File: src/hdl/dhtc_pkg.sv
// Shared types, widths and constants for the heated dryer controller.
// No dependencies; imported by dryer_heater_timer_controller.
package dhtc_pkg;

  localparam int unsigned TEMP_W   = 7;
  localparam int unsigned MIN_W    = 10;
  localparam int unsigned STEP_W   = 8;
  localparam int unsigned SENSE_W  = 8;
  localparam int unsigned DUTY_W   = 16;
  localparam int unsigned SEC_W    = 16;
  localparam int unsigned CFG_IX_W = 3;
  localparam int unsigned CFG_D_W  = 10;

  localparam logic [DUTY_W-1:0] DUTY_FULL    = 16'hFFFF;
  localparam logic [DUTY_W-1:0] DUTY_PER_DEG = 16'd6553;
  localparam logic [6:0]        SEC_PER_MIN  = 7'd60;
  localparam logic [MIN_W:0]    MINUTES_TOP  = 11'd1023;
  localparam logic [9:0]        FULL_ERR     = 10'sd10;

  // Reset values of the configuration registers.
  localparam logic [TEMP_W-1:0] MIN_TEMP_RST     = 7'd30;
  localparam logic [TEMP_W-1:0] MAX_TEMP_RST     = 7'd70;
  localparam logic [TEMP_W-1:0] DEF_TEMP_RST     = 7'd50;
  localparam logic [MIN_W-1:0]  MIN_MINUTES_RST  = 10'd30;
  localparam logic [MIN_W-1:0]  MAX_MINUTES_RST  = 10'd720;
  localparam logic [MIN_W-1:0]  DEF_MINUTES_RST  = 10'd240;
  localparam logic [STEP_W-1:0] MINUTES_STEP_RST = 8'd30;
  localparam logic [TEMP_W-1:0] SAFETY_TEMP_RST  = 7'd85;

  typedef enum logic [1:0] {
    OP_BUTTONS = 2'd0,
    OP_TEMPS   = 2'd1,
    OP_TICK    = 2'd2
  } opcode_e;

  typedef enum logic [1:0] {
    EV_NONE  = 2'd0,
    EV_SHORT = 2'd1,
    EV_LONG  = 2'd2
  } button_e;

  typedef enum logic [CFG_IX_W-1:0] {
    CFG_MIN_TEMP     = 3'd0,
    CFG_MAX_TEMP     = 3'd1,
    CFG_DEF_TEMP     = 3'd2,
    CFG_MIN_MINUTES  = 3'd3,
    CFG_MAX_MINUTES  = 3'd4,
    CFG_DEF_MINUTES  = 3'd5,
    CFG_MINUTES_STEP = 3'd6,
    CFG_SAFETY_TEMP  = 3'd7
  } cfg_index_e;

  // Run state and menu screen are kept one-hot and encoded at the outputs.
  typedef enum logic [2:0] {
    MODE_IDLE  = 3'b001,
    MODE_RUN   = 3'b010,
    MODE_PAUSE = 3'b100
  } mode_e;

  typedef enum logic [2:0] {
    SCR_MAIN = 3'b001,
    SCR_TEMP = 3'b010,
    SCR_TIME = 3'b100
  } screen_e;

  localparam logic [1:0] MODE_CODE_IDLE  = 2'd0;
  localparam logic [1:0] MODE_CODE_RUN   = 2'd1;
  localparam logic [1:0] MODE_CODE_PAUSE = 2'd2;
  localparam logic [1:0] SCR_CODE_MAIN   = 2'd0;
  localparam logic [1:0] SCR_CODE_TEMP   = 2'd1;
  localparam logic [1:0] SCR_CODE_TIME   = 2'd2;

  function automatic logic [1:0] mode_code(mode_e m);
    logic [1:0] c;
    case (m)
      MODE_RUN:   c = MODE_CODE_RUN;
      MODE_PAUSE: c = MODE_CODE_PAUSE;
      default:    c = MODE_CODE_IDLE;
    endcase
    return c;
  endfunction

  function automatic logic [1:0] screen_code(screen_e s);
    logic [1:0] c;
    case (s)
      SCR_TEMP: c = SCR_CODE_TEMP;
      SCR_TIME: c = SCR_CODE_TIME;
      default:  c = SCR_CODE_MAIN;
    endcase
    return c;
  endfunction

endpackage

File: src/hdl/dryer_heater_timer_controller.sv
// Heated dryer controller: run state, menu editor, countdown and heater/fan drive.
// Depends on dhtc_pkg for widths, codes and constants.
//
//   channel   handshake                    payload
//   --------  ---------------------------  ----------------------------------------
//   input     in_valid_i / in_stall_o      opcode, buttons, air and heater temps
//   result    out_valid_o / out_stall_i    duties, lamp, mode, screen, settings
//   config    cfg_we_i                     cfg_index_i, cfg_wdata_i
//
// The next state and the drive are worked out in one pass from the state registers
// and the input, and land in the state registers and the result register at the
// same edge, so a new transaction is taken each cycle unless the input stalls.
// The path is set by the minutes editor (add, compare, select) followed by the
// multiply by sixty that loads the countdown.
// Reset restores the configuration defaults, idle mode, the main screen and the
// default settings. The input stalls only while a result is held and the output
// is stalled; otherwise the result register is refilled as it is emptied.
module dryer_heater_timer_controller (
  input  logic                           clk_i,
  input  logic                           rst_ni,
  // configuration writes
  input  logic                           cfg_we_i,
  input  logic [dhtc_pkg::CFG_IX_W-1:0]  cfg_index_i,
  input  logic [dhtc_pkg::CFG_D_W-1:0]   cfg_wdata_i,
  // input transactions
  input  logic                           in_valid_i,
  output logic                           in_stall_o,
  input  logic [1:0]                     opcode_i,
  input  logic [1:0]                     first_button_i,
  input  logic [1:0]                     second_button_i,
  input  logic signed [dhtc_pkg::SENSE_W-1:0] air_temp_i,
  input  logic signed [dhtc_pkg::SENSE_W-1:0] heater_temp_i,
  // result transactions
  output logic                           out_valid_o,
  input  logic                           out_stall_i,
  output logic [dhtc_pkg::DUTY_W-1:0]    heater_duty_o,
  output logic [dhtc_pkg::DUTY_W-1:0]    fan_duty_o,
  output logic                           lamp_o,
  output logic [1:0]                     run_mode_o,
  output logic [1:0]                     menu_screen_o,
  output logic [dhtc_pkg::TEMP_W-1:0]    target_temp_o,
  output logic [dhtc_pkg::MIN_W-1:0]     target_minutes_o,
  output logic [dhtc_pkg::TEMP_W-1:0]    edit_temp_o,
  output logic [dhtc_pkg::MIN_W-1:0]     edit_minutes_o,
  output logic [dhtc_pkg::SEC_W-1:0]     seconds_left_o,
  output logic                           step_down_o
);
  import dhtc_pkg::*;

  // Configuration registers.
  logic [TEMP_W-1:0] min_temp_q, max_temp_q, def_temp_q, safety_temp_q;
  logic [MIN_W-1:0]  min_minutes_q, max_minutes_q, def_minutes_q;
  logic [STEP_W-1:0] minutes_step_q;

  // Controller state.
  mode_e                    mode_q, mode_d;
  screen_e                  screen_q, screen_d;
  logic [TEMP_W-1:0]        target_temp_q, target_temp_d;
  logic [TEMP_W-1:0]        edit_temp_q, edit_temp_d;
  logic [MIN_W-1:0]         target_minutes_q, target_minutes_d;
  logic [MIN_W-1:0]         edit_minutes_q, edit_minutes_d;
  logic [SEC_W-1:0]         seconds_q, seconds_d;
  logic                     direction_q, direction_d;
  logic signed [SENSE_W-1:0] air_temp_q, air_temp_d;
  logic signed [SENSE_W-1:0] heater_temp_q, heater_temp_d;
  logic                     lamp_q, lamp_d;

  // Result register.
  logic                     out_valid_q;
  logic [DUTY_W-1:0]        heat_q, heat_d;
  logic [DUTY_W-1:0]        fan_q, fan_d;

  logic accept;
  logic load_seconds;
  logic signed [TEMP_W+1:0] temp_step;
  logic [MIN_W:0]           minutes_up;
  logic signed [SENSE_W+1:0] temp_err;
  logic signed [SENSE_W:0]   heater_ext;
  logic signed [SENSE_W:0]   safety_ext;

  // A transaction enters whenever the result register is empty or being drained.
  assign in_stall_o = out_valid_q & out_stall_i;
  assign accept     = in_valid_i & ~in_stall_o;

  always_ff @(posedge clk_i or negedge rst_ni) begin
    if (!rst_ni) begin
      min_temp_q     <= MIN_TEMP_RST;
      max_temp_q     <= MAX_TEMP_RST;
      def_temp_q     <= DEF_TEMP_RST;
      min_minutes_q  <= MIN_MINUTES_RST;
      max_minutes_q  <= MAX_MINUTES_RST;
      def_minutes_q  <= DEF_MINUTES_RST;
      minutes_step_q <= MINUTES_STEP_RST;
      safety_temp_q  <= SAFETY_TEMP_RST;
    end else if (cfg_we_i) begin
      case (cfg_index_i)
        CFG_MIN_TEMP:     min_temp_q     <= cfg_wdata_i[TEMP_W-1:0];
        CFG_MAX_TEMP:     max_temp_q     <= cfg_wdata_i[TEMP_W-1:0];
        CFG_DEF_TEMP:     def_temp_q     <= cfg_wdata_i[TEMP_W-1:0];
        CFG_MIN_MINUTES:  min_minutes_q  <= cfg_wdata_i[MIN_W-1:0];
        CFG_MAX_MINUTES:  max_minutes_q  <= cfg_wdata_i[MIN_W-1:0];
        CFG_DEF_MINUTES:  def_minutes_q  <= cfg_wdata_i[MIN_W-1:0];
        CFG_MINUTES_STEP: minutes_step_q <= cfg_wdata_i[STEP_W-1:0];
        CFG_SAFETY_TEMP:  safety_temp_q  <= cfg_wdata_i[TEMP_W-1:0];
        default: ;
      endcase
    end
  end

  // Next state: the two button events are applied in order, first then second,
  // each seeing what the other left, so these assignments are sequential.
  always_comb begin
    mode_d           = mode_q;
    screen_d         = screen_q;
    target_temp_d    = target_temp_q;
    edit_temp_d      = edit_temp_q;
    target_minutes_d = target_minutes_q;
    edit_minutes_d   = edit_minutes_q;
    seconds_d        = seconds_q;
    direction_d      = direction_q;
    air_temp_d       = air_temp_q;
    heater_temp_d    = heater_temp_q;
    lamp_d           = lamp_q;
    load_seconds     = 1'b0;
    temp_step        = '0;
    minutes_up       = '0;

    case (opcode_i)
      OP_BUTTONS: begin
        case (screen_q)
          SCR_MAIN: begin
            if (first_button_i == EV_SHORT) begin
              edit_temp_d = target_temp_q;
              screen_d    = SCR_TEMP;
            end
            if (second_button_i == EV_SHORT) begin
              case (mode_q)
                MODE_IDLE: begin
                  mode_d       = MODE_RUN;
                  load_seconds = 1'b1;
                end
                MODE_RUN: mode_d = MODE_PAUSE;
                default:  mode_d = MODE_RUN;
              endcase
            end
            if (second_button_i == EV_LONG) begin
              // Stop: back to idle with the default settings.
              mode_d           = MODE_IDLE;
              target_temp_d    = def_temp_q;
              target_minutes_d = def_minutes_q;
              seconds_d        = '0;
              lamp_d           = 1'b0;
            end
          end
          SCR_TEMP: begin
            if (first_button_i == EV_SHORT) begin
              // Step by one degree with wrap between the limits.
              if (direction_q) begin
                temp_step = $signed({2'b00, edit_temp_q}) - 9'sd1;
                if (temp_step < $signed({2'b00, min_temp_q})) begin
                  temp_step = $signed({2'b00, max_temp_q});
                end
              end else begin
                temp_step = $signed({2'b00, edit_temp_q}) + 9'sd1;
                if (temp_step > $signed({2'b00, max_temp_q})) begin
                  temp_step = $signed({2'b00, min_temp_q});
                end
              end
              edit_temp_d = temp_step[TEMP_W-1:0];
            end
            if (first_button_i == EV_LONG) direction_d = ~direction_d;
            if (second_button_i == EV_SHORT) begin
              target_temp_d  = edit_temp_d;
              edit_minutes_d = target_minutes_q;
              direction_d    = 1'b0;
              screen_d       = SCR_TIME;
            end
            if (second_button_i == EV_LONG) begin
              direction_d = 1'b0;
              screen_d    = SCR_MAIN;
            end
          end
          default: begin
            if (first_button_i == EV_SHORT) begin
              // Minutes wrap between the limits; running off either end of
              // the ten-bit range lands on the near limit instead.
              minutes_up = {1'b0, edit_minutes_q} + {3'b000, minutes_step_q};
              if (direction_q) begin
                if (edit_minutes_q <= min_minutes_q) begin
                  edit_minutes_d = max_minutes_q;
                end else if (edit_minutes_q < {2'b00, minutes_step_q}) begin
                  edit_minutes_d = min_minutes_q;
                end else begin
                  edit_minutes_d = edit_minutes_q - {2'b00, minutes_step_q};
                end
              end else begin
                if (edit_minutes_q >= max_minutes_q) begin
                  edit_minutes_d = min_minutes_q;
                end else if (minutes_up > MINUTES_TOP) begin
                  edit_minutes_d = max_minutes_q;
                end else begin
                  edit_minutes_d = minutes_up[MIN_W-1:0];
                end
              end
            end
            if (first_button_i == EV_LONG) direction_d = ~direction_d;
            if (second_button_i == EV_SHORT) begin
              target_minutes_d = edit_minutes_d;
              load_seconds     = 1'b1;
              mode_d           = MODE_RUN;
              direction_d      = 1'b0;
              screen_d         = SCR_MAIN;
            end
            if (second_button_i == EV_LONG) begin
              direction_d = 1'b0;
              screen_d    = SCR_MAIN;
            end
          end
        endcase
      end
      OP_TEMPS: begin
        air_temp_d    = air_temp_i;
        heater_temp_d = heater_temp_i;
      end
      OP_TICK: begin
        if (mode_q == MODE_RUN && seconds_q != '0) begin
          seconds_d = seconds_q - 1'b1;
          if (seconds_q == SEC_W'(1)) begin
            mode_d = MODE_IDLE;
            lamp_d = 1'b0;
          end
        end
      end
      default: ;
    endcase

    // A run start loads the countdown from the committed minutes.
    if (load_seconds) begin
      seconds_d = SEC_W'(target_minutes_d) * SEC_W'(SEC_PER_MIN);
    end

    // Heater and fan drive from the updated state.
    heat_d     = '0;
    fan_d      = '0;
    heater_ext = {heater_temp_d[SENSE_W-1], heater_temp_d};
    safety_ext = $signed({2'b00, safety_temp_q});
    temp_err   = $signed({3'b000, target_temp_d})
               - $signed({{2{air_temp_d[SENSE_W-1]}}, air_temp_d});
    if (mode_d != MODE_RUN) begin
      lamp_d = 1'b0;
    end else if (heater_ext > safety_ext) begin
      // Over-temperature cut-off: heater off, fan on, lamp unchanged.
      fan_d = DUTY_FULL;
    end else begin
      if (temp_err > $signed(FULL_ERR)) begin
        heat_d = DUTY_FULL;
      end else if (temp_err > 10'sd0) begin
        heat_d = DUTY_W'({12'd0, temp_err[3:0]} * DUTY_PER_DEG);
      end
      fan_d  = DUTY_FULL;
      lamp_d = 1'b1;
    end
  end

  always_ff @(posedge clk_i or negedge rst_ni) begin
    if (!rst_ni) begin
      mode_q           <= MODE_IDLE;
      screen_q         <= SCR_MAIN;
      target_temp_q    <= DEF_TEMP_RST;
      edit_temp_q      <= DEF_TEMP_RST;
      target_minutes_q <= DEF_MINUTES_RST;
      edit_minutes_q   <= DEF_MINUTES_RST;
      seconds_q        <= '0;
      direction_q      <= 1'b0;
      air_temp_q       <= '0;
      heater_temp_q    <= '0;
      lamp_q           <= 1'b0;
    end else if (accept) begin
      mode_q           <= mode_d;
      screen_q         <= screen_d;
      target_temp_q    <= target_temp_d;
      edit_temp_q      <= edit_temp_d;
      target_minutes_q <= target_minutes_d;
      edit_minutes_q   <= edit_minutes_d;
      seconds_q        <= seconds_d;
      direction_q      <= direction_d;
      air_temp_q       <= air_temp_d;
      heater_temp_q    <= heater_temp_d;
      lamp_q           <= lamp_d;
    end
  end

  always_ff @(posedge clk_i or negedge rst_ni) begin
    if (!rst_ni) begin
      out_valid_q <= 1'b0;
    end else if (accept) begin
      out_valid_q <= 1'b1;
    end else if (!out_stall_i) begin
      out_valid_q <= 1'b0;
    end
  end

  // Duties are the only result fields not already held in the state registers.
  always_ff @(posedge clk_i) begin
    if (accept) begin
      heat_q <= heat_d;
      fan_q  <= fan_d;
    end
  end

  // The state registers change only on acceptance, which is also when the
  // result register loads, so they double as the held result payload.
  assign out_valid_o      = out_valid_q;
  assign heater_duty_o    = heat_q;
  assign fan_duty_o       = fan_q;
  assign lamp_o           = lamp_q;
  assign run_mode_o       = mode_code(mode_q);
  assign menu_screen_o    = screen_code(screen_q);
  assign target_temp_o    = target_temp_q;
  assign target_minutes_o = target_minutes_q;
  assign edit_temp_o      = edit_temp_q;
  assign edit_minutes_o   = edit_minutes_q;
  assign seconds_left_o   = seconds_q;
  assign step_down_o      = direction_q;

endmodule

File: config.mk
export PLATFORM = sky130hd
export DESIGN_NAME = dryer_heater_timer_controller
export DESIGN_NICKNAME = d
export VERILOG_FILES = /design/src/hdl/dhtc_pkg.sv /design/src/hdl/dryer_heater_timer_controller.sv
export SDC_FILE = /design/constraint.sdc
export NUM_CORES = 1
export LEC_CHECK = 0
export BUFFER_PORTS_ARGS = -buffer_cell sky130_fd_sc_hd__buf_2
export CAP_MARGIN = 0
export CORE_MARGIN = 5
export CORE_UTILIZATION = 60
export CTS_CLUSTER_DIAMETER = 60
export DETAILED_ROUTE_END_ITERATION = 16
export MAX_ROUTING_LAYER = met4
export PLACE_DENSITY_LB_ADDON = 0.05
export SLEW_MARGIN = 10
export SYNTH_ARGS = -nofsm -noshare
export SYNTH_HDL_FRONTEND = slang
export SYNTH_SLANG_ARGS = --single-unit
File: constraint.sdc
create_clock -name clk_i -period 9 [get_ports clk_i]
set_clock_uncertainty 0.2 [all_clocks]
set_input_delay 0.9 -clock clk_i [delete_from_list [all_inputs] [get_ports clk_i]]
set_output_delay 0.9 -clock clk_i [all_outputs]
set_load 0.01 [all_outputs]
==> results.md, run 1 <==
- Of all nets on the critical path, the largest fanout is 16.
- After clock tree synthesis, the clock-pin slew on the worst setup and hold paths is 0.07 ns.
- Entering global routing, the biggest net connects 84 pins.
- The placer's final routability congestion estimate is just over 0.9.
- The initial antenna violation count is 0.
- The beginning of the worst register-to-register path is edit_temp_o[1].
- The wire length of the first global-routing pass is 56.0 mm.
- The share of synthesized cell area in and, or, nand and nor gates is 15.0%.
- The via count of the first global-routing pass was 10500.
- The minimum setup slack among reg-to-reg paths is 1.90 ns.
- Synthesis inferred 157 register bits.
- The worst slew slack as a fraction of its limit is 17.7%.
- The setup path with the least slack is of type reg -> reg.
- The average instance in the mapped netlist occupies 8.87 µm².
- Final hold analysis gives a worst-case slack of ~0.28 ns.
- Of the total synthesized cell area, the portion taken by XOR and XNOR cells is under 10%.
- The maximum clock rate is 141 MHz.
- The count of buffers inserted at the top-level ports is around 130.
- After synthesis, the share of cell area in mux cells is 8.45%.
- The overall die area is between 20000 and 25000 µm².
- The minimum clock period after layout is 7.10 ns.
- For this run, the number of Yosys warnings is 0.
- The total DRC errors in the routed layout is 0.
- After global routing the overflow that remains totals 0.
- The number of cells after detailed placement is 1734.
- Power spread over the standard cell area amounts to roughly 440 nW/µm².
- Clock latency on the worst-skew pair, taken at its later pin, is 0.44 ns.
- STA classifies the critical path endpoint as a register.
- In this run the most critical hold path is launched from heater_temp_q[3].
- The number of distinct library cell variants in the gate-level netlist after synthesis is 91.
- In this run the core area contains 52 standard-cell rows.
- After the last flow step, the layout net total stands at 1645.
- CTS built an H-tree with a depth of 4.
- The antenna diode count is 0.
- Once layout is complete, the utilization of the core stands at 67.8%.
- Leaving out fill and tap cells, the most frequent cell in the layout is sky130_fd_sc_hd__nand2_1.
- The path class of the tightest hold or removal check is reg -> reg.
- The run finished with clean final reports.
- TritonCTS built the clock tree.
- Setup violations remaining at the end of the flow were counted as 0.
- The adder and majority cell fraction of the synthesized area is 13.4%.
- The total wirelength of the detailed-routed design is about 35 mm.
- VDD sags by at most 0.343 mV.
- The count of flip-flops with a built-in enable after synthesis is 16.
- The detail route stage leaves a number of antenna-violating nets equal to 0.
- For this run, the leading register cell type out of synthesis is sky130_fd_sc_hd__dfrtp_1.
- The number of filler cells placed in the layout is 1699.
- After layout, the worst path uses 78.8% of the clock period.
- The placeable core region is 20400 µm².
- The critical path starts at edit_temp_o[1].
- The fraction of registers with async set or reset after synthesis is roughly nine tenths.
- The max-cap check violation count is 0.
- The slew at the pin with the worst max-slew slack is 1.23 ns.
- The signal arrival time at the worst endpoint is between 7 and 8 ns.
- The number of cells in the finished layout apart from fillers is 1766.
- Once the floorplan was initialized, standard cells occupied 61.4% of the core.
- By area, the combinational part of the netlist is dominated by compound AO/OA/AOI/OAI gates.
- The cell count after synthesis is 1410.
- Summing the sequential cell areas from Yosys gives about a third of the chip area.
- The number of buffers created by CTS is 17.
- The worst-case clock buffer depth is 2.
- The via-per-instance ratio is ~6.1.
- The horizontal die dimension is 154 µm.
- The post-CTS setup buffer count is 0.
- The post-route netlist has 21.3% of its cells at a drive strength greater than 1.
- The HPWL after detailed placement is 25.2 mm.
- The data required time of the worst path is 8.95 ns.
- In the final timing run, aggregate negative setup slack is 0 ns.
- Synthesis produced a netlist with a net count of between 1500 and 2000.
- Before antenna repair, the detailed router went through 5 iterations.
- For this run, the total global-route usage over all layers was measured as 29.9%.
- The final hold violation count is 0.
- The number of max-slew violations in the final report is 0.
- Setup repair after global routing left no endpoint under its margin.
- Compared with the post-synthesis result, the final layout area differs by 10.4%.
- For this design, the CTS-stage hold fixing added 0 buffers.
- The post-synthesis compound-gate area fraction is 21.0%.
- The post-synthesis cell area is 12500 µm².
- The routed layout has 10700 vias.
- The vertical die dimension is about 150 µm.
- The clock tree root buffer cell is sky130_fd_sc_hd__clkbuf_16.
- The multi-input combinational cells in the finished layout cover a total of 7630 µm².
- After detailed routing, the average wire length per cell comes to 19.5 µm.
- The number of sinks handled by clock tree synthesis is between 150 and 200.
- In the layout the commonest cells are sky130_fd_sc_hd__nand2_1 (133), sky130_fd_sc_hd__buf_2 (128), sky130_fd_sc_hd__nor2_1 (116).
- The register area is 4070 µm².
- STA classifies the critical path startpoint as a register.
- The detailed router finished its first iteration with 771 violations.
- The number of primary I/O pins is 130.
- The number of instances resized during post-cts repair is 0.
- The reported leakage power is 6.33 nW.
-- per-stage QoR --
stage	instance area [µm²]	worst slack [ns]	power [mW]
5_1_grt	13800	1.44	6.64
3_3_place_gp	13200	2.16	5.17
6_report	13800	1.90	6.09
2_1_floorplan	12500	2.62	4.30
3_5_place_dp	13200	1.92	5.26
4_1_cts	13800	1.89	6.08
-- critical path: stages, from the launching register on --
cell and delay, ns:
sky130_fd_sc_hd__dfstp_2 0.65, sky130_fd_sc_hd__ha_1 0.23, sky130_fd_sc_hd__nand3_1 0.12, sky130_fd_sc_hd__nor2_1 0.16, sky130_fd_sc_hd__xor2_1 0.21, sky130_fd_sc_hd__ha_1 0.28
sky130_fd_sc_hd__nand3_1 0.12, sky130_fd_sc_hd__nor2_1 0.08, sky130_fd_sc_hd__o22a_1 0.18, sky130_fd_sc_hd__o31ai_2 0.06, sky130_fd_sc_hd__buf_4 0.23, sky130_fd_sc_hd__mux2_1 0.37
sky130_fd_sc_hd__a221oi_1 0.48, sky130_fd_sc_hd__a21oi_1 0.14, sky130_fd_sc_hd__o22ai_1 0.16, sky130_fd_sc_hd__ha_1 0.17, sky130_fd_sc_hd__inv_1 0.06, sky130_fd_sc_hd__fa_1 0.41
sky130_fd_sc_hd__a21o_1 0.20, sky130_fd_sc_hd__a21o_1 0.20, sky130_fd_sc_hd__a21o_1 0.17, sky130_fd_sc_hd__a21oi_1 0.21, sky130_fd_sc_hd__xnor2_1 0.14, sky130_fd_sc_hd__a2111oi_4 1.06
sky130_fd_sc_hd__a31o_4 0.45, sky130_fd_sc_hd__a21oi_1 0.07
-- sequential cells by signal, indices dropped and copies added, names as in the netlist, 7 cells and up --
| signal | cells |
|---|---|
| seconds_left_o | 16 |
| heater_duty_o | 15 |
| def_minutes_q | 10 |
| edit_minutes_o | 10 |
| max_minutes_q | 10 |
| min_minutes_q | 10 |
| target_minutes_o | 10 |
| air_temp_q | 8 |
| heater_temp_q | 8 |
| minutes_step_q | 8 |
| def_temp_q | 7 |
| edit_temp_o | 7 |
| max_temp_q | 7 |
| min_temp_q | 7 |
| safety_temp_q | 7 |
| target_temp_o | 7 |
-- synth_stat cells, types with 12 or more instances --
cell type,instances,area (µm²)
sky130_fd_sc_hd__nand2_1,133,499
sky130_fd_sc_hd__inv_1,105,394
sky130_fd_sc_hd__buf_4,19,143
sky130_fd_sc_hd__nor2b_1,17,106
sky130_fd_sc_hd__fa_1,20,400
sky130_fd_sc_hd__clkbuf_1,51,191
sky130_fd_sc_hd__o211ai_1,14,105
sky130_fd_sc_hd__nand3_1,21,105
sky130_fd_sc_hd__xnor2_1,27,236
sky130_fd_sc_hd__nor2_1,116,435
sky130_fd_sc_hd__nand2b_1,15,93.8
sky130_fd_sc_hd__dfstp_2,46,1210
sky130_fd_sc_hd__edfxtp_1,16,480
sky130_fd_sc_hd__o21ai_0,112,561
sky130_fd_sc_hd__nor3_1,23,115
sky130_fd_sc_hd__a21oi_1,91,455
sky130_fd_sc_hd__ha_1,102,1280
sky130_fd_sc_hd__xor2_1,16,140
sky130_fd_sc_hd__dfrtp_1,95,2380
sky130_fd_sc_hd__mux2i_1,37,370
sky130_fd_sc_hd__mux2_2,60,676
sky130_fd_sc_hd__o22ai_1,15,93.8
sky130_fd_sc_hd__o31ai_1,12,90.1
sky130_fd_sc_hd__a211oi_1,12,90.1
sky130_fd_sc_hd__a21o_1,21,158
-- area by class of cell --
| cell class | instances | area share, % |
|---|---|---|
| Sequential cell | 157 | 29.4 |
| Inverter | 107 | 2.91 |
| Clock inverter | 14 | 1.38 |
| Multi-Input combinational cell | 1057 | 55.2 |
| Tap cell | 270 | 2.45 |
| Timing Repair Buffer | 143 | 5.48 |
| Clock buffer | 18 | 3.11 |
-- cell families (layout without fill, tap and decap cells) --
group / count (synthesis) / in the layout
simple gates: 395 / 395
flops: 157 / 157
buf+inv: 196 / 282
mux: 98 / 98
compound gates: 399 / 399
xor+xnor: 43 / 43
fa+ha+maj: 122 / 122
-- worst paths after layout --
path / to / cells after the start
max in group asynchronous: edit_minutes_o[0] / 2
max: heater_duty_o[2] / 25
min in group asynchronous: minutes_step_q[7] / 1
min reg2reg: heater_temp_q[3] / 2
min: heater_temp_q[3] / 2
max reg2reg: heater_duty_o[2] / 25
-- routing by layer --
layer	track usage, %	share of wire (%)	vias up
li1	-	-	5149
met1	40.3	44	5185
met2	48.2	48	345
met3	5.11	6.1	40
met4	6.22	1.4	0
met5	-	0	-
-- power breakdown --
part           total [mW]  switching [mW]  internal, mW
logic                4.08            2.38          1.70
registers            1.22           0.266         0.955
clock network       0.787           0.321         0.466
total                6.09            2.96          3.12
Power figures use the tool's default switching activity.
==> run 2, diff against run 1 <==
--- a/config.mk
+++ b/config.mk
@@ -8,7 +8,7 @@
 export BUFFER_PORTS_ARGS = -buffer_cell sky130_fd_sc_hd__buf_2
 export CAP_MARGIN = 0
 export CORE_MARGIN = 5
-export CORE_UTILIZATION = 60
+export CORE_UTILIZATION = 55
 export CTS_CLUSTER_DIAMETER = 60
 export DETAILED_ROUTE_END_ITERATION = 16
 export MAX_ROUTING_LAYER = met4
==> constraint.sdc (replaced) <==
create_clock -name clk_i -period 5.7 [get_ports clk_i]
set_clock_uncertainty 0.2 [all_clocks]
set_input_delay 0.57 -clock clk_i [delete_from_list [all_inputs] [get_ports clk_i]]
set_output_delay 0.57 -clock clk_i [all_outputs]
set_load 0.01 [all_outputs]
==> results.md, run 2 (synthesis gave the netlist of run 1 again) <==
- Outcome: finished with violations (was complete, no violations).
- The checks that failed: negative setup slack.
- The fraction of layout cells with a size suffix above 1 was 37.4% (was 21.3%).
- The area of placed instances is 14600 µm² (was 13200 µm²).
- Counting stages on the worst path, the most repeated cell is sky130_fd_sc_hd__ha_4.
- The total wirelength of the detailed-routed design is 37.6 mm (was 34.5 mm).
- The number of cells after detailed placement was 1905 (was 1734).
- The share of power burned in combinational logic is 76.1% (was 67.0%).
- The placeable core region is 22500 µm² (was 20400 µm²).
- The power share of the clock group was 9.1% (was 12.9%).
- The placer's final routability congestion estimate came to 0.944 (was 0.931).
- The post-route antenna net violation count is 0 (unchanged).
- The clock tree root buffer cell is sky130_fd_sc_hd__clkbuf_16 (unchanged).
- The minimum setup slack among reg-to-reg paths is -0.05 ns (was 1.90 ns).
- The first-pass detailed-route iteration total is 5 (unchanged).
- The number of buffers created by CTS is 17 (unchanged).
- Most used cells in the layout excluding fill and tap cells: sky130_fd_sc_hd__buf_4 (184), sky130_fd_sc_hd__nand2_1 (132), sky130_fd_sc_hd__buf_2 (128) (was sky130_fd_sc_hd__nand2_1 (133), sky130_fd_sc_hd__buf_2 (128), sky130_fd_sc_hd__nor2_1 (116)).
- The post-detailed-placement half-perimeter wirelength is 27.6 mm (was 25.2 mm).
- Setup repair after global routing missed its margin: yes (was no).
- The slowest library cell on the worst path is sky130_fd_sc_hd__dfstp_2 (was sky130_fd_sc_hd__a2111oi_4).
- The biggest fanout along the worst timing path is 5 (was 16).
- The initial cell density of the core is 55.6% (was 61.4%).
- The vertical die dimension came to 161 µm (was 154 µm).
- The clock transition at the registers of the reported paths is 0.07 ns (about the same).
- The flip-flop count of the largest register after layout was 16 (unchanged).
- The worst slew slack as a fraction of its limit is 18.9% (was 17.7%).
- The startpoint kind of the worst setup timing path is a register (unchanged).
- The maximum clock rate is 174 MHz (was 141 MHz).
- The routed via count is 11600 (was 10700).
- The signal arrival time at the worst endpoint was 5.74 ns (was 7.04 ns).
- The insertion delay of the later-clocked pin in the worst-skew pair is 0.44 ns (about the same).
- The cell class contributing the biggest share of worst-path delay is adder cells (was compound AO/OA/AOI/OAI gates).
- The part of the total power dissipated in sequential elements is 14.7% (was 20.1%).
- The number of rows in the core area is 55 (was 52).
- The count of buffer and inverter cells on the critical path is 2 (unchanged).
- The number of nets in the finished design is 1829 (was 1645).
- The total DRC errors in the routed layout is 0 (unchanged).
- The slew at the pin with the worst max-slew slack is 1.21 ns (was 1.23 ns).
- The initial antenna violation count is 0 (unchanged).
- The reported leakage power is 7.37 nW (was 6.33 nW).
- The clock tree from TritonCTS is built (unchanged).
- The wire length of the first global-routing pass is 58.7 mm (was 56.0 mm).
- The horizontal die dimension is 161 µm (was 154 µm).
- The minimum clock period after layout is 5.75 ns (was 7.10 ns).
- The count of endpoints failing setup in the final report is 5 (was 0).
- The number of DRC markers after the initial detailed-route iteration came to 1065 (was 771).
- The antenna diode count is 0 (unchanged).
- The most common cell after layout, fill and taps aside was sky130_fd_sc_hd__buf_4 (was sky130_fd_sc_hd__nand2_1).
- The area added between synthesis and finish is 28.8% (was 10.4%).
- The post-route cell area is 16100 µm² (was 13800 µm²).
- The endpoint kind of the worst setup timing path is a register (unchanged).
- The power density relative to cell area is 783 nW/µm² (was 441 nW/µm²).
- The post-route fraction of the period consumed by the critical path is 101% (was 78.8%).
- The maximum cell stage delay along the critical path is 0.59 ns (was 1.06 ns).
- The wire length per cell after detailed routing is 19.1 µm (was 19.5 µm).
- The number of filler cells placed in the layout came to 1759 (was 1699).
- The all-layer global routing usage is 28.9% (was 29.9%).
- The overall die area came to 25900 µm² (was 23800 µm²).
- The number of primary I/O pins was 130 (unchanged).
- The net switching component of the power is 5.68 mW (was 2.96 mW).
- The total global routing overflow is 0 (unchanged).
- The cell-internal power was 6.93 mW (was 3.12 mW).
- The maximum VDD drop is 0.528 mV (was 0.343 mV).
- The maximum number of pins on one net before global-route repair is 103 (was 84).
- The number of sinks handled by clock tree synthesis came to 157 (unchanged).
- The final cell utilization of the core is 71.6% (was 67.8%).
- The post-route worst setup slack is -0.0535 ns (was 1.90 ns).
- The worst-case clock buffer depth is 2 (unchanged).
- The final hold violation count is 0 (unchanged).
- The data required time of the worst path is 5.69 ns (was 8.95 ns).
- The via-per-instance ratio came to 5.88 (was 6.07).
- The class of the most critical setup path is reg -> reg (unchanged).
- The max-cap check violation count is 0 (unchanged).
- The worst min-delay path category is in -> async (was reg -> reg).
- The maximum level of the CTS H-tree came to 4 (unchanged).
- The via count of the first global-routing pass came to 11000 (was 10500).
- The count of buffers inserted at the top-level ports came to 129 (unchanged).
- The total negative slack was -0.157 ns (was 0 ns).
- The number of cells in the finished layout apart from fillers came to 1965 (was 1766).
- The number of max-slew violations in the final report was 0 (unchanged).
- The fraction of power spent switching nets is 45.1% (was 48.7%).
==> run 2: path summary, 6_finish.rpt <==
kind | startpoint | to | depth (start not counted)
setup / recovery | edit_temp_o[1] | heater_duty_o[11] | 26
hold / removal | rst_ni | seconds_left_o[13] | 1
setup reg to reg | edit_temp_o[1] | heater_duty_o[11] | 26
hold reg to reg | heater_temp_q[2] | heater_temp_q[2] | 2
max in group asynchronous | rst_ni | target_temp_o[1] | 2
min in group clk_i | in_valid_i | out_valid_o | 2
==> run 2: metrics by stage <==
stage	setup slack, ns	hold slack, ns	power (mW)
6_report	-0.0535	0.0220	12.6
5_1_grt	-0.337	0.0899	13.6
4_1_cts	-0.0235	0.0723	11.5
3_5_place_dp	-0.316	0.263	9.90
3_3_place_gp	-0.153	0.254	9.75
2_1_floorplan	0.000511	0.0744	7.13
==> run 2: what timing repair did <==
action | 4_1_cts | 5_1_grt
pin swaps | 45 | 80
gates resized for setup | 58 | 95
buffers inserted | 11 | 18
hold buffers | 0 | 0
setup endpoints to repair | 21 | 22
gates cloned | 0 | 1
==> run 2: final cells by class <==
class                   count  area (µm²)  area share, %
multi-input cells        1057        8460           52.5
flip-flops and latches    157        4070           25.3
clock inverters            15         151          0.940
well taps                 285         357           2.21
clock buffers              17         425           2.64
inverters                 107         402           2.49
repair buffers            327        2240           13.9
==> run 2: worst register-to-register path, delay by kind of cell (launching register included) <==
family	cells	cell delay (ns)
adders and majority gates	7	1.62
AOI/OAI and AO/OA	8	1.35
xor gates and xnor gates	3	0.65
DFF	1	0.59
and+or+nand+nor	5	0.54
muxes	1	0.36
buffers and inverters	2	0.17
==> run 2: power groups by stage <==
| stage | sequential [mW] | combinational (mW) | clock [mW] |
|---|---|---|---|
| final | 1.86 | 9.60 | 1.15 |
| after global routing | 1.90 | 10.5 | 1.22 |
| after CTS | 1.83 | 8.50 | 1.17 |
| after detailed placement | 1.85 | 8.05 | 0 |
| after global placement | 1.84 | 7.91 | 0 |
| after floorplan | 1.83 | 5.30 | 0 |
==> run 2: layer usage <==
layer	part of all wire, %	global-route usage [%]	vias up	routed length, µm
met4	2.1	6.82	0	784
met5	0	-	-	0
met2	48	47.0	375	17900
met1	44	39.0	5590	16700
met3	5.8	3.36	60	2180
li1	-	-	5525	-
